`src/hdl/sgra_pkg.sv`:
```
`timescale 1ns / 1ps

package sgra_pkg;

  localparam int CHANNELS   = 2;
  localparam int CH_LEFT    = 0;
  localparam int CH_RIGHT   = 1;
  localparam int SAMPLE_W   = 16;
  localparam int GAIN_W     = 16;
  localparam int GAIN_FRAC  = 15;
  localparam int FRAMES_W   = 16;
  localparam int IN_DATA_W  = 2 * SAMPLE_W + 2 * GAIN_W;
  localparam int OUT_DATA_W = 2 * SAMPLE_W;

  // number of quotient bits of the interpolation divide worked out per cycle
  localparam int DIV_BITS_PER_CYCLE = 4;
  localparam int DIV_CYCLES         = GAIN_W / DIV_BITS_PER_CYCLE;
  localparam int DIV_CNT_W          = $clog2(DIV_CYCLES);

  localparam logic [GAIN_W-1:0]   GAIN_ONE     = GAIN_W'(1) << GAIN_FRAC;
  localparam logic [FRAMES_W-1:0] SMOOTH_RESET = FRAMES_W'(352);

  localparam logic CMD_FRAME = 1'b0;
  localparam logic CMD_SET   = 1'b1;

  typedef logic signed [SAMPLE_W-1:0] sample_t;
  typedef logic        [GAIN_W-1:0]   gain_t;
  typedef logic        [FRAMES_W-1:0] frames_t;

  typedef struct packed {
    logic load;
    logic prod_en;
    logic div_en;
    logic gain_en;
    logic apply_en;
  } sgra_cmd_t;

  typedef struct packed {
    logic ramp_now;
    logic is_set;
    logic out_busy;
  } sgra_stat_t;

endpackage

```
`src/hdl/sgra_ctrl.sv`:
```
`timescale 1ns / 1ps

module sgra_ctrl (
  input  logic               clk,
  input  logic               rst_n,
  input  logic               in_tvalid,
  output logic               in_tready,
  input  sgra_pkg::sgra_stat_t stat,
  output sgra_pkg::sgra_cmd_t  cmd
);

  typedef enum logic [2:0] {
    S_IDLE,
    S_PROD,
    S_DIV,
    S_GAIN,
    S_APPLY
  } state_t;

  state_t                          state_r, state_nxt;
  logic [sgra_pkg::DIV_CNT_W-1:0]  cnt_r, cnt_nxt;

  always_comb begin
    state_nxt = state_r;
    cnt_nxt   = cnt_r;
    cmd       = '0;
    in_tready = 1'b0;
    case (state_r)
      S_IDLE: begin
        in_tready = 1'b1;
        if (in_tvalid) begin
          cmd.load  = 1'b1;
          state_nxt = stat.ramp_now ? S_PROD : S_GAIN;
        end
      end
      S_PROD: begin
        cmd.prod_en = 1'b1;
        cnt_nxt     = '0;
        state_nxt   = S_DIV;
      end
      S_DIV: begin
        cmd.div_en = 1'b1;
        cnt_nxt    = cnt_r + 1'b1;
        if (cnt_r == sgra_pkg::DIV_CNT_W'(sgra_pkg::DIV_CYCLES - 1)) begin
          state_nxt = S_GAIN;
        end
      end
      S_GAIN: begin
        cmd.gain_en = 1'b1;
        state_nxt   = S_APPLY;
      end
      S_APPLY: begin
        // a frame waits here while the previous result is still unclaimed
        if (stat.is_set || !stat.out_busy) begin
          cmd.apply_en = 1'b1;
          state_nxt    = S_IDLE;
        end
      end
      default: begin
        state_nxt = S_IDLE;
      end
    endcase
  end

  always_ff @(posedge clk) begin
    if (!rst_n) begin
      state_r <= S_IDLE;
      cnt_r   <= '0;
    end else begin
      state_r <= state_nxt;
      cnt_r   <= cnt_nxt;
    end
  end

endmodule

```
`src/hdl/sgra_datapath.sv`:
```
`timescale 1ns / 1ps

module sgra_datapath (
  input  logic                                clk,
  input  logic                                rst_n,
  input  logic                                cfg_valid,
  input  logic [sgra_pkg::FRAMES_W-1:0]       cfg_data,
  input  logic                                in_cmd,
  input  logic [sgra_pkg::IN_DATA_W-1:0]      in_data,
  output logic [sgra_pkg::OUT_DATA_W-1:0]     out_data,
  output logic                                out_active,
  output logic                                out_valid,
  input  logic                                out_ready,
  input  sgra_pkg::sgra_cmd_t                 cmd,
  output sgra_pkg::sgra_stat_t                stat
);

  localparam int SW = sgra_pkg::SAMPLE_W;
  localparam int GW = sgra_pkg::GAIN_W;
  localparam int NC = sgra_pkg::CHANNELS;

  // ramp state
  sgra_pkg::frames_t smooth_r;
  sgra_pkg::gain_t   old_r [NC];
  sgra_pkg::gain_t   tgt_r [NC];
  sgra_pkg::frames_t pos_r;
  logic              unset_r;

  // item in flight
  logic              cmd_r;
  logic              ramp_r;
  sgra_pkg::sample_t smp_r  [NC];
  sgra_pkg::gain_t   new_r  [NC];
  sgra_pkg::gain_t   dmag_r [NC];
  logic              neg_r  [NC];
  logic [GW-1:0]     rem_r  [NC];
  logic [GW-1:0]     dvd_r  [NC];
  sgra_pkg::gain_t   gain_r [NC];

  // result register
  sgra_pkg::sample_t out_r [NC];
  logic              act_r;
  logic              out_valid_r;

  logic              ramp_now;
  logic [GW-1:0]     rem_nxt [NC];
  logic [GW-1:0]     dvd_nxt [NC];
  logic [GW:0]       trial   [NC];
  logic              qbit    [NC];
  sgra_pkg::sample_t scaled  [NC];

  function automatic sgra_pkg::sample_t scale(input sgra_pkg::sample_t s,
                                              input sgra_pkg::gain_t g);
    logic signed [SW+GW:0] prod;
    logic signed [SW+GW:0] sum;
    logic signed [SW+1:0]  r;
    prod = (SW+GW+1)'(s) * $signed({{(SW+1){1'b0}}, g});
    sum  = prod + $signed((SW+GW+1)'(1) << (sgra_pkg::GAIN_FRAC - 1));
    r    = $signed(sum[SW+GW:sgra_pkg::GAIN_FRAC]);
    if (r > $signed((SW+2)'((1 << (SW - 1)) - 1))) begin
      return sgra_pkg::sample_t'((1 << (SW - 1)) - 1);
    end else if (r < -$signed((SW+2)'(1 << (SW - 1)))) begin
      return sgra_pkg::sample_t'(1 << (SW - 1));
    end
    return r[SW-1:0];
  endfunction

  assign ramp_now = !unset_r && (pos_r < smooth_r);

  // restoring divide of |diff|*pos by the ramp length, DIV_BITS_PER_CYCLE quotient bits a cycle
  always_comb begin
    for (int c = 0; c < NC; c++) begin
      rem_nxt[c] = rem_r[c];
      dvd_nxt[c] = dvd_r[c];
      trial[c]   = '0;
      qbit[c]    = 1'b0;
      for (int k = 0; k < sgra_pkg::DIV_BITS_PER_CYCLE; k++) begin
        trial[c] = {rem_nxt[c], dvd_nxt[c][GW-1]};
        if (trial[c] >= {1'b0, smooth_r}) begin
          rem_nxt[c] = GW'(trial[c] - {1'b0, smooth_r});
          qbit[c]    = 1'b1;
        end else begin
          rem_nxt[c] = trial[c][GW-1:0];
          qbit[c]    = 1'b0;
        end
        dvd_nxt[c] = {dvd_nxt[c][GW-2:0], qbit[c]};
      end
    end
  end

  always_comb begin
    for (int c = 0; c < NC; c++) begin
      scaled[c] = scale(smp_r[c], gain_r[c]);
    end
  end

  // configuration and ramp state
  always_ff @(posedge clk) begin
    if (!rst_n) begin
      smooth_r <= sgra_pkg::SMOOTH_RESET;
      for (int c = 0; c < NC; c++) begin
        old_r[c] <= sgra_pkg::GAIN_ONE;
        tgt_r[c] <= sgra_pkg::GAIN_ONE;
      end
      pos_r   <= '0;
      unset_r <= 1'b1;
    end else begin
      if (cfg_valid) begin
        smooth_r <= cfg_data;
      end
      if (cmd.apply_en) begin
        if (cmd_r == sgra_pkg::CMD_SET) begin
          for (int c = 0; c < NC; c++) begin
            old_r[c] <= gain_r[c];
            tgt_r[c] <= new_r[c];
          end
          pos_r   <= unset_r ? smooth_r : '0;
          unset_r <= 1'b0;
        end else if (ramp_r) begin
          pos_r <= pos_r + 1'b1;
        end else if (unset_r) begin
          unset_r <= 1'b0;
          pos_r   <= (smooth_r == '0) ? '0 : sgra_pkg::frames_t'(1);
        end
      end
    end
  end

  // item registers, product, divide and gain
  always_ff @(posedge clk) begin
    if (cmd.load) begin
      cmd_r  <= in_cmd;
      ramp_r <= ramp_now;
      for (int c = 0; c < NC; c++) begin
        smp_r[c]  <= in_data[c*SW +: SW];
        new_r[c]  <= in_data[NC*SW + c*GW +: GW];
        neg_r[c]  <= tgt_r[c] < old_r[c];
        dmag_r[c] <= (tgt_r[c] < old_r[c]) ? old_r[c] - tgt_r[c] : tgt_r[c] - old_r[c];
      end
    end
    if (cmd.prod_en) begin
      for (int c = 0; c < NC; c++) begin
        {rem_r[c], dvd_r[c]} <= {{GW{1'b0}}, dmag_r[c]} * {{(2*GW-sgra_pkg::FRAMES_W){1'b0}}, pos_r};
      end
    end
    if (cmd.div_en) begin
      for (int c = 0; c < NC; c++) begin
        rem_r[c] <= rem_nxt[c];
        dvd_r[c] <= dvd_nxt[c];
      end
    end
    if (cmd.gain_en) begin
      for (int c = 0; c < NC; c++) begin
        if (!ramp_r) begin
          gain_r[c] <= tgt_r[c];
        end else if (neg_r[c]) begin
          gain_r[c] <= old_r[c] - dvd_r[c];
        end else begin
          gain_r[c] <= old_r[c] + dvd_r[c];
        end
      end
    end
    if (cmd.apply_en && cmd_r == sgra_pkg::CMD_FRAME) begin
      for (int c = 0; c < NC; c++) begin
        out_r[c] <= scaled[c];
      end
      act_r <= ramp_r;
    end
  end

  always_ff @(posedge clk) begin
    if (!rst_n) begin
      out_valid_r <= 1'b0;
    end else if (cmd.apply_en && cmd_r == sgra_pkg::CMD_FRAME) begin
      out_valid_r <= 1'b1;
    end else if (out_ready) begin
      out_valid_r <= 1'b0;
    end
  end

  assign out_data      = {out_r[sgra_pkg::CH_RIGHT], out_r[sgra_pkg::CH_LEFT]};
  assign out_active    = act_r;
  assign out_valid     = out_valid_r;
  assign stat.ramp_now = ramp_now;
  assign stat.is_set   = (cmd_r == sgra_pkg::CMD_SET);
  assign stat.out_busy = out_valid_r && !out_ready;

endmodule

```
`src/hdl/stereo_gain_ramp_applier_unit.sv`:
```
// stereo gain stage with a linear gain ramp. each input transfer is either a
// stereo frame (in_tuser low) or a set-gains command (in_tuser high). a frame
// gives one output transfer with both samples scaled by the current q1.15 gain,
// rounded half up and saturated to 16 bits; out_tuser is high while the gain is
// still being interpolated. a set-gains command gives no output: it freezes the
// gain in use as the start of a ramp to the new targets, which then runs over
// smooth_frames frames (cfg port, reset 352). after reset the gains are 1.0 and
// the ramp is unset until the first frame or command (a command then takes its
// targets at once). with no ramp in progress an item goes straight to the gain
// and apply steps; one that needs an interpolated gain first has one multiply of
// the gain difference by the ramp position, then a 16-bit divide by the ramp
// length that produces four quotient bits per cycle, both channels side by side.
// the output is a register, so a new item is accepted while a result waits; a
// frame only stalls at its final step if the previous result has still not been
// taken. write the configuration only while the block is idle
`timescale 1ns / 1ps

module stereo_gain_ramp_applier_unit (
  input  logic                              clk,
  input  logic                              rst_n,
  // ramp length in frames
  input  logic                              cfg_valid,
  output logic                              cfg_ready,
  input  logic [sgra_pkg::FRAMES_W-1:0]     cfg_data,
  // input stream
  input  logic                              in_tvalid,
  output logic                              in_tready,
  input  logic [sgra_pkg::IN_DATA_W-1:0]    in_tdata,  // sample_left, sample_right, gain_left, gain_right
  input  logic                              in_tuser,  // cmd
  // result stream
  output logic                              out_tvalid,
  input  logic                              out_tready,
  output logic [sgra_pkg::OUT_DATA_W-1:0]   out_tdata, // out_left, out_right
  output logic                              out_tuser  // ramp_active
);

  sgra_pkg::sgra_cmd_t  cmd;
  sgra_pkg::sgra_stat_t stat;

  // the register is always writable
  assign cfg_ready = 1'b1;

  sgra_ctrl u_ctrl (
    .clk       (clk),
    .rst_n     (rst_n),
    .in_tvalid (in_tvalid),
    .in_tready (in_tready),
    .stat      (stat),
    .cmd       (cmd)
  );

  sgra_datapath u_datapath (
    .clk        (clk),
    .rst_n      (rst_n),
    .cfg_valid  (cfg_valid),
    .cfg_data   (cfg_data),
    .in_cmd     (in_tuser),
    .in_data    (in_tdata),
    .out_data   (out_tdata),
    .out_active (out_tuser),
    .out_valid  (out_tvalid),
    .out_ready  (out_tready),
    .cmd        (cmd),
    .stat       (stat)
  );

  // at most one step of the sequence is commanded in any cycle
  a_one_cmd: assert property (@(posedge clk) disable iff (!rst_n)
    $onehot0({cmd.load, cmd.prod_en, cmd.div_en, cmd.gain_en, cmd.apply_en}))
    else $error("more than one datapath command at once");

  // a transfer on the input leaves the block busy in the next cycle
  a_busy_after_load: assert property (@(posedge clk) disable iff (!rst_n)
    (in_tvalid && in_tready) |=> !in_tready)
    else $error("input accepted twice in a row");

  // a frame result is never written over one that has not been taken
  a_no_overwrite: assert property (@(posedge clk) disable iff (!rst_n)
    (cmd.apply_en && !stat.is_set) |-> !stat.out_busy)
    else $error("result overwritten before transfer");

  // a set-gains command never produces a result
  a_set_silent: assert property (@(posedge clk) disable iff (!rst_n)
    (cmd.apply_en && stat.is_set && !out_tvalid) |=> !out_tvalid)
    else $error("set-gains command raised a result");

endmodule
```
`config.mk`:
```
export PLATFORM = sky130hd
export DESIGN_NAME = stereo_gain_ramp_applier_unit
export DESIGN_NICKNAME = d
export VERILOG_FILES = /design/src/hdl/sgra_pkg.sv /design/src/hdl/sgra_ctrl.sv /design/src/hdl/sgra_datapath.sv /design/src/hdl/stereo_gain_ramp_applier_unit.sv
export SDC_FILE = /design/constraint.sdc
export NUM_CORES = 2
export LEC_CHECK = 0
export ABC_CLOCK_PERIOD_IN_PS = 11900
export BUFFER_PORTS_ARGS = -buffer_cell sky130_fd_sc_hd__clkbuf_2
export CAP_MARGIN = 20
export CORE_ASPECT_RATIO = 1.4
export CORE_MARGIN = 2
export CORE_UTILIZATION = 35
export CTS_BUF_LIST = sky130_fd_sc_hd__clkbuf_16
export CTS_CLUSTER_SIZE = 28
export DETAILED_ROUTE_END_ITERATION = 8
export GPL_TIMING_DRIVEN = 1
export SYNTH_ARGS = -nofsm -noshare
export SYNTH_HDL_FRONTEND = slang
export SYNTH_SLANG_ARGS = --single-unit
```
`constraint.sdc`:
```
create_clock -name clk -period 11.9 [get_ports clk]
set_input_delay 3.57 -clock clk [delete_from_list [all_inputs] [get_ports clk]]
set_output_delay 3.57 -clock clk [all_outputs]
set_load 0.005 [all_outputs]
```
# After elaboration in Yosys (flattened, before gate mapping)
# Memory sizes are Yosys's and may differ from the RTL's.
# Cells that the tools add are included.
# W data, S select, Z words.
# word_totals
regBits,106
latchBits,0
ram_bits,226
mem_bits_ro,0
output_inout_bits,36
wordCells,185
memories,8
# classes
n_addsub,20
n_mul,4
n_div,0
n_lt_le_gt_ge,15
eq_ne,9
shift,0
muxes,91
bitwise,9
reduce_logical,16
# memory_table
memory,words,word_bits,rd,rd_ports_with_merged_regs,write_ports,line_no,source
u_datapath.dmag_r,2,16,2,0,2,sgra_datapath.sv:34,sgra_pkg::gain_t dmag_r [NC];
u_datapath.gain_r,2,16,2,0,2,sgra_datapath.sv:38,sgra_pkg::gain_t gain_r [NC];
u_datapath.new_r,2,16,2,0,2,sgra_datapath.sv:33,sgra_pkg::gain_t new_r [NC];
u_datapath.old_r,2,16,2,0,2,sgra_datapath.sv:24,sgra_pkg::gain_t old_r [NC];
u_datapath.out_r,2,16,2,0,2,sgra_datapath.sv:41,sgra_pkg::sample_t out_r [NC];
u_datapath.smp_r,2,16,2,0,2,sgra_datapath.sv:32,sgra_pkg::sample_t smp_r [NC];
+2 memories,n/a,n/a,n/a,n/a,n/a,n/a,
# op_table
cell,n
$mux W16,28
$sub A16 B16 Y16,14
$ge A17 B16 Y1,8
$mux W32,4
$add A33 B16 Y33 const B,2
$mul A16 B17 Y33,2
$mul A16 B16 Y32,2
$mux W1,53
$lt A16 B16 Y1,3
$gt A18 B16 Y1 const B,2
$lt A18 B16 Y1 const B,2
$add A16 B16 Y16,2
$add A16 B1 Y16 const B,1
$logic_not A16 Y1,1
$pmux W3 S5,1
$mux W3,3
$or A1 B1 Y1,8
$eq A3 B2 Y1 const B,2
$ne A2 B1 Y1 const B,3
$reduce_bool A2 Y1,3
$pmux W2 S2,1
$reduce_and A2 Y1,2
$eq A3 B1 Y1 const B,1
$eq A3 B3 Y1 const B,1
11 further kinds,15

# Longest topological paths before layout
# depth
word_depth,10
ltp_mapped,47

# By module
# Synthesis repeated with hierarchy kept, for this count alone.
# hier_totals
hier_cells,6399
area_unflattened_um2,57991.9
# modules_own_cells
mod,n_inst,cells_per_inst,area_each_um2,seq_area_each_um2
sgra_datapath,1,6361,57665.3,9479.1
sgra_ctrl,1,36,315.3,100.1
stereo_gain_ramp_applier_unit,1,2,11.3,0.0

# Worst setup path before layout
# Ideal clock, no wire load.
# synth_timing
path_type,reg-to-reg
start,reg u_datapath.smooth_r[1]
end,reg u_datapath.rem_r[16] (netlist name) (data pin)
arrival_ns,9.956
setup_slack_ns,1.684
stages_incl_launch_ff,45
path_buffers,4
period_less_slack_ns,10.216
path_cell_list,dfxtp_1 > inv_1 > ha_1 > nor2b_1 > o31ai_2 > a211oi_2 > o21ai_1 > a41oi_2 > nor2_2 > clkbuf_1 > mux2_2 > ha_1 > a21oi_1 > o21ai_0 > a21oi_1 > o21ai_1 > a221oi_1 > o2111ai_1 > [... 9 more ...] > a21oi_1 > nor2b_1 > a21oi_4 > buf_4 > mux2i_1 > ha_1 > nor2b_1 > o21a_1 > o21ai_0 > a21oi_1 > a41o_1 > o41ai_1 > a21oi_1 > o22ai_1 > o311ai_2 > buf_6 > mux2i_1 > mux2_2
# synth_via
elab_chain_cells,9
elab_cells_between_ends,12
# synth_rtl
item,line_no,source
start: declaration,sgra_datapath.sv:23,sgra_pkg::frames_t smooth_r;
start signal: assignment,sgra_datapath.sv:100,smooth_r <= sgra_pkg::SMOOTH_RESET;
start signal: assignment,sgra_datapath.sv:109,smooth_r <= cfg_data;
$sub A16 B16 Y16 or $ge A17 B16 Y1 (tied branches),"sgra_datapath.sv:80, sgra_datapath.sv:79",
$mux W16,sgra_datapath.sv:79,"if (trial[c] >= {1'b0, smooth_r}) begin"
$sub A16 B16 Y16 or $ge A17 B16 Y1 (tied branches),"sgra_datapath.sv:80, sgra_datapath.sv:79",
$mux W16,sgra_datapath.sv:79,
$sub A16 B16 Y16 or $ge A17 B16 Y1 (tied branches),"sgra_datapath.sv:80, sgra_datapath.sv:79",
$mux W16,sgra_datapath.sv:79,
$ge A17 B16 Y1 *,sgra_datapath.sv:79,
$mux W16 *,sgra_datapath.sv:79,
$mux W32 *,sgra_datapath.sv:146,if (cmd.div_en) begin
end signal: indexed assignment,sgra_datapath.sv:143,"{rem_r[c], dvd_r[c]} <= {{GW{1'b0}}, dmag_r[c]} * {{(2*GW-sgra_pkg::FRAMES_W){1'b0}}, pos_r};"
end signal: indexed assignment,sgra_datapath.sv:148,rem_r[c] <= rem_nxt[c];
end: declaration,sgra_datapath.sv:36,logic [GW-1:0] rem_r [NC];
# Mark *: on every way between the ends. The rest lies on a longest branch, timed or not.
# A chain may end at the register's enable or synchronous reset.

# Worst setup path in the final report
# layout_timing
start,reg u_datapath.smooth_r[11]
end,reg u_datapath.rem_r[10] (netlist name) (data pin)
# layout_via
elab_chain_cells,9
elab_cells_between_ends,13
# layout_rtl
item,line_no
$sub A16 B16 Y16 or $ge A17 B16 Y1 (tied branches),"sgra_datapath.sv:80, sgra_datapath.sv:79"
$mux W16,sgra_datapath.sv:79
$sub A16 B16 Y16 or $ge A17 B16 Y1 (tied branches),"sgra_datapath.sv:80, sgra_datapath.sv:79"
$mux W16,sgra_datapath.sv:79
$ge A17 B16 Y1 or $sub A16 B16 Y16 (tied branches),"sgra_datapath.sv:79, sgra_datapath.sv:80"
$mux W16,sgra_datapath.sv:79
$sub A16 B16 Y16 or $ge A17 B16 Y1 (tied branches),"sgra_datapath.sv:80, sgra_datapath.sv:79"
$mux W16 *,sgra_datapath.sv:79
$mux W32 *,sgra_datapath.sv:146
# Marks and branches as above.

==> flow_summary.html <==
<table>
<tr><th>Metric</th><th>Value</th></tr>
<tr><th colspan="2">Outcome</th></tr>
<tr><td>Run status</td><td>finished, final reports clean</td></tr>
<tr><th colspan="2">Setup path</th></tr>
<tr><td>Number of buffers and inverters on the critical path</td><td>4</td></tr>
<tr><td>R2r setup slk</td><td>0.73 ns</td></tr>
<tr><td>Slowest cell delay on critical path</td><td>just over 0.6 ns</td></tr>
<tr><td>Endpoint type of the worst setup path</td><td>flip-flop</td></tr>
<tr><td>Worst reg2reg path startpoint</td><td>u_datapath.smooth_r[11]$_SDFFE_PN0P_</td></tr>
<tr><td>Max FO, Critical Path</td><td>23</td></tr>
<tr><td>Worst Path Arrival</td><td>between 10 and 15 ns</td></tr>
<tr><td>Worst setup path startpoint</td><td>u_datapath.smooth_r[11]$_SDFFE_PN0P_</td></tr>
<tr><td>Library cell contributing the largest single delay on the critical path</td><td>or4_1</td></tr>
<tr><td>R2r endpoint</td><td>u_datapath.rem_r[10]$_DFFE_PP_</td></tr>
<tr><td>Critical path startpoint category</td><td>flip-flop</td></tr>
<tr><td>Kind of cell with the highest combined delay on the critical path</td><td>compound AO/OA/AOI/OAI gates</td></tr>
<tr><td>Reg2reg path depth</td><td>39</td></tr>
<tr><td>WP data required</td><td>between 10 and 15 ns</td></tr>
<tr><td>Kind of critical path</td><td>reg -&gt; reg</td></tr>
<tr><td>Critical path depth in cells</td><td>39</td></tr>
<tr><td>Capturing element of the worst setup path</td><td>u_datapath.rem_r[10]$_DFFE_PP_</td></tr>
<tr><th colspan="2">Synth</th></tr>
<tr><td>Cell variety after synth</td><td>94</td></tr>
<tr><td>Synth Cell Area</td><td>between 50000 and 60000 um2</td></tr>
<tr><td>Synth warn</td><td>0</td></tr>
<tr><td>Area share of the largest cell type after synthesis</td><td>27.2%</td></tr>
<tr><td>Count of flip-flops with a built-in enable after synthesis</td><td>~300</td></tr>
<tr><td>Share of synthesized area occupied by flip-flops and latches</td><td>between 15 and 20%</td></tr>
<tr><td>Largest area contributor in the synthesized netlist</td><td>fa_1</td></tr>
<tr><td>Synthesized netlist cell count</td><td>~6400</td></tr>
<tr><td>Register bit total from synthesis</td><td>approximately 330</td></tr>
<tr><td>Most instantiated library cell after synthesis</td><td>inv_1</td></tr>
<tr><td>Most frequently used flop master after synthesis</td><td>edfxtp_1</td></tr>
<tr><td>Most used standard cells in the synthesized netlist</td><td>1103 x inv_1, 822 x nand2_1, 791 x fa_1</td></tr>
<tr><td>Synth area leaders</td><td>fa_1 27%, edfxtp_1 15%, ha_1 15%</td></tr>
<tr><td>Syn avg cell area</td><td>9.11 um2</td></tr>
<tr><td>Async S/R FF share, synth</td><td>0%</td></tr>
<tr><td>Synthesized Nets</td><td>between 7000 and 8000</td></tr>
<tr><th colspan="2">Routing</th></tr>
<tr><td>DRT Wirelength</td><td>163000 um</td></tr>
<tr><td>Total DRC errors in the routed layout</td><td>0</td></tr>
<tr><td>Pre-Repair DR Iteration Count</td><td>5</td></tr>
<tr><td>Total via count after detailed routing</td><td>approximately 44000</td></tr>
<tr><td>Routed len/inst</td><td>about 19 um</td></tr>
<tr><td>First DRT Iteration DRCs</td><td>about 2300</td></tr>
<tr><td>ANT nets after route</td><td>0</td></tr>
<tr><td>Average via count per standard cell</td><td>between 5 and 6</td></tr>
<tr><th colspan="2">Clock tree</th></tr>
<tr><td>Post-cts hold buffer count</td><td>0</td></tr>
<tr><td>Post-CTS Repair Setup Buffers</td><td>0</td></tr>
<tr><td>Clock edge transition at the registers on the reported setup and hold paths</td><td>around 0.07 ns</td></tr>
<tr><td>CTS sink cnt</td><td>332</td></tr>
<tr><td>Clock latency at the later pin of the worst-skew pair</td><td>0.62 ns</td></tr>
<tr><td>Clock buffers created by TritonCTS</td><td>39</td></tr>
<tr><td>H-Tree Level Count</td><td>2</td></tr>
<tr><td>Gates resized, CTS repair</td><td>0</td></tr>
<tr><td>Clock tree from TritonCTS</td><td>yes</td></tr>
<tr><td>Clock Path Buffers</td><td>3</td></tr>
<tr><td>Library cell used as clock root buffer</td><td>clkbuf_16</td></tr>
<tr><th colspan="2">Place</th></tr>
<tr><td>Routability cong.</td><td>roughly 0.94</td></tr>
<tr><td>Placed inst area</td><td>just over 60000 um2</td></tr>
<tr><td>Setup Slack @ Placement</td><td>0.626 ns</td></tr>
<tr><td>IO buf count</td><td>120</td></tr>
<tr><td>Detailed Place HPWL</td><td>around 130000 um</td></tr>
<tr><th colspan="2">GRT</th></tr>
<tr><td>Number of antenna violations at the first check in global routing</td><td>3</td></tr>
<tr><td>Leftover overflow at the end of global routing</td><td>0</td></tr>
<tr><td>Global routing usage summed across all routing layers</td><td>19.6%</td></tr>
<tr><td>First-pass GRT wire length</td><td>between 200000 and 300000 um</td></tr>
<tr><td>Via count of the first global-routing pass</td><td>around 48000</td></tr>
<tr><td>Pin count of the biggest net entering global routing</td><td>70</td></tr>
<tr><th colspan="2">Die</th></tr>
<tr><td>Core area</td><td>166000 um2</td></tr>
<tr><td>Horizontal extent of the die</td><td>348 um</td></tr>
<tr><td>Top-level port count</td><td>122</td></tr>
<tr><td>Starting Density</td><td>between 30% and 40%</td></tr>
<tr><td>Die area</td><td>169000 um2</td></tr>
<tr><td>Overall die height</td><td>between 400 and 500 um</td></tr>
<tr><td>Row cnt</td><td>between 150 and 200</td></tr>
<tr><th colspan="2">Layout</th></tr>
<tr><td>Synth-to-Final Area Change</td><td>7.46%</td></tr>
<tr><td># nets final</td><td>about 8000</td></tr>
<tr><td>Non-Filler Cell Area, Final</td><td>approximately 62000 um2</td></tr>
<tr><td>Fraction of final layout cells with drive strength greater than 1</td><td>6.12%</td></tr>
<tr><th colspan="2">Timing</th></tr>
<tr><td>Endpoints failing hold</td><td>0</td></tr>
<tr><td>Rel. slew slack</td><td>between 20% and 30%</td></tr>
<tr><td>Max-slew violations</td><td>0</td></tr>
<tr><td>Post-route setup TNS</td><td>0 ns</td></tr>
<tr><td>Setup repair after global routing missed its margin</td><td>false</td></tr>
<tr><td>Clk_skew</td><td>between 0.03 and 0.04 ns</td></tr>
<tr><td>Worst-margin pin slew</td><td>1.07 ns</td></tr>
<tr><td>Total setup violations reported at the end of the flow</td><td>0</td></tr>
<tr><td>Final setup slack of the worst path</td><td>~0.73 ns</td></tr>
<tr><td>Final period demand of the worst path</td><td>between 10 and 15 ns</td></tr>
<tr><td>Crit share post-route</td><td>between 90 and 100%</td></tr>
<tr><td>Peak clock frequency supported by timing</td><td>0.0895 GHz</td></tr>
<tr><th colspan="2">Min path</th></tr>
<tr><td>Classification of the worst-slack hold path</td><td>reg -&gt; reg</td></tr>
<tr><th colspan="2">Flow run</th></tr>
<tr><td>Max capacitance violation total</td><td>0</td></tr>
</table>
## area by class of cell
type | instances | area (um2)
repair buffers | 209 | 1280
diodes | 1 | 2.50
clock inverters | 32 | 270
well taps | 2148 | 2690
clock buffers | 39 | 976
inverters | 1105 | 4150
fillers | 16800 | 103000
flip-flops and latches | 332 | 9580
multi-input cells | 4705 | 43500
## flip-flops by register name, indices dropped and copies added (netlist names), 2 cells and up
register	count
u_datapath.dmag_r	32
u_datapath.gain_r	32
u_datapath.new_r	32
u_datapath.old_r	32
u_datapath.out_r	32
u_datapath.rem_r	32
u_datapath.smp_r	32
u_datapath.tgt_r	32
u_datapath.dvd_nxt	24
u_datapath.pos_r	16
u_datapath.smooth_r	16
u_datapath.dvd_r	8
u_ctrl.state_r	3
u_ctrl.cnt_r	2
u_datapath.neg_r	2
## per-stage QoR
stage	hold slack [ns]	utilization, %	instances
floorplan	0.453	-	6382
global placement	0.467	36.9	8496
detailed placement	0.480	36.9	8497
CTS	0.486	37.7	8568
global route	0.527	37.7	8571
finish	0.483	37.7	8571
## worst register-to-register path: cells and delay by family, from the launching register on
| kind | cells | cell delay [ns] |
|---|---|---|
| AND/OR/NAND/NOR | 10 | 2.94 |
| buffers and inverters | 4 | 1.06 |
| multiplexers | 3 | 0.94 |
| adder cells (fa/ha/maj) | 4 | 1.38 |
| flip-flops | 1 | 0.46 |
| AO/OA/AOI/OAI | 18 | 4.16 |
## worst min path at each step
stage	startpoint	to	cells after the start
after floorplan	u_ctrl.cnt_r[1]$_SDFFE_PN0P_	u_ctrl.cnt_r[1]$_SDFFE_PN0P_	2
after global placement	u_ctrl.cnt_r[1]$_SDFFE_PN0P_	u_ctrl.cnt_r[1]$_SDFFE_PN0P_	2
after detailed placement	u_ctrl.cnt_r[1]$_SDFFE_PN0P_	u_ctrl.cnt_r[1]$_SDFFE_PN0P_	2
after CTS	u_ctrl.cnt_r[1]$_SDFFE_PN0P_	u_ctrl.cnt_r[1]$_SDFFE_PN0P_	2
after global routing	u_ctrl.cnt_r[1]$_SDFFE_PN0P_	u_ctrl.cnt_r[1]$_SDFFE_PN0P_	2
final	u_ctrl.cnt_r[1]$_SDFFE_PN0P_	u_ctrl.cnt_r[1]$_SDFFE_PN0P_	2
## per-layer routing
layer	vias up	global-route usage, %	part of all wire [%]
met4	4	6.82	3.5
met2	1017	36.4	52
met1	22400	23.3	41
li1	20600	-	-
met5	-	0	0.014
met3	328	1.87	3.8
## kinds of logic after synthesis
group | synth area share (%)
simple gates | 15.5
flops | 16.5
other cells | 0.00645
fa+ha+maj | 42.2
xor+xnor | 3.90
mux | 2.49
compound gates | 10.7
buf+inv | 8.78
## cell usage in the layout, fill, tap and decap left out, drive strengths merged, types with 29 or more instances in the layout
cell | netlist | routed
dfxtp | 39 | 39
nor2 | 202 | 202
xnor2 | 175 | 175
nand2 | 822 | 822
and2 | 444 | 444
and3 | 29 | 29
ha | 695 | 695
mux2i | 69 | 69
a21oi | 283 | 283
nor3 | 68 | 68
fa | 791 | 791
inv | 1103 | 1113
nand2b | 71 | 71
mux2 | 66 | 66
xor2 | 84 | 84
nor2b | 56 | 56
clkbuf | 223 | 159
a21o | 150 | 150
edfxtp | 293 | 293
buf | 17 | 89
o21bai | 42 | 42
o21ai | 236 | 236
nand3 | 50 | 50
o21a | 36 | 36
Power is not shown: default switching activity piles up to over one toggle a cycle in this logic, so the estimate is an artifact.
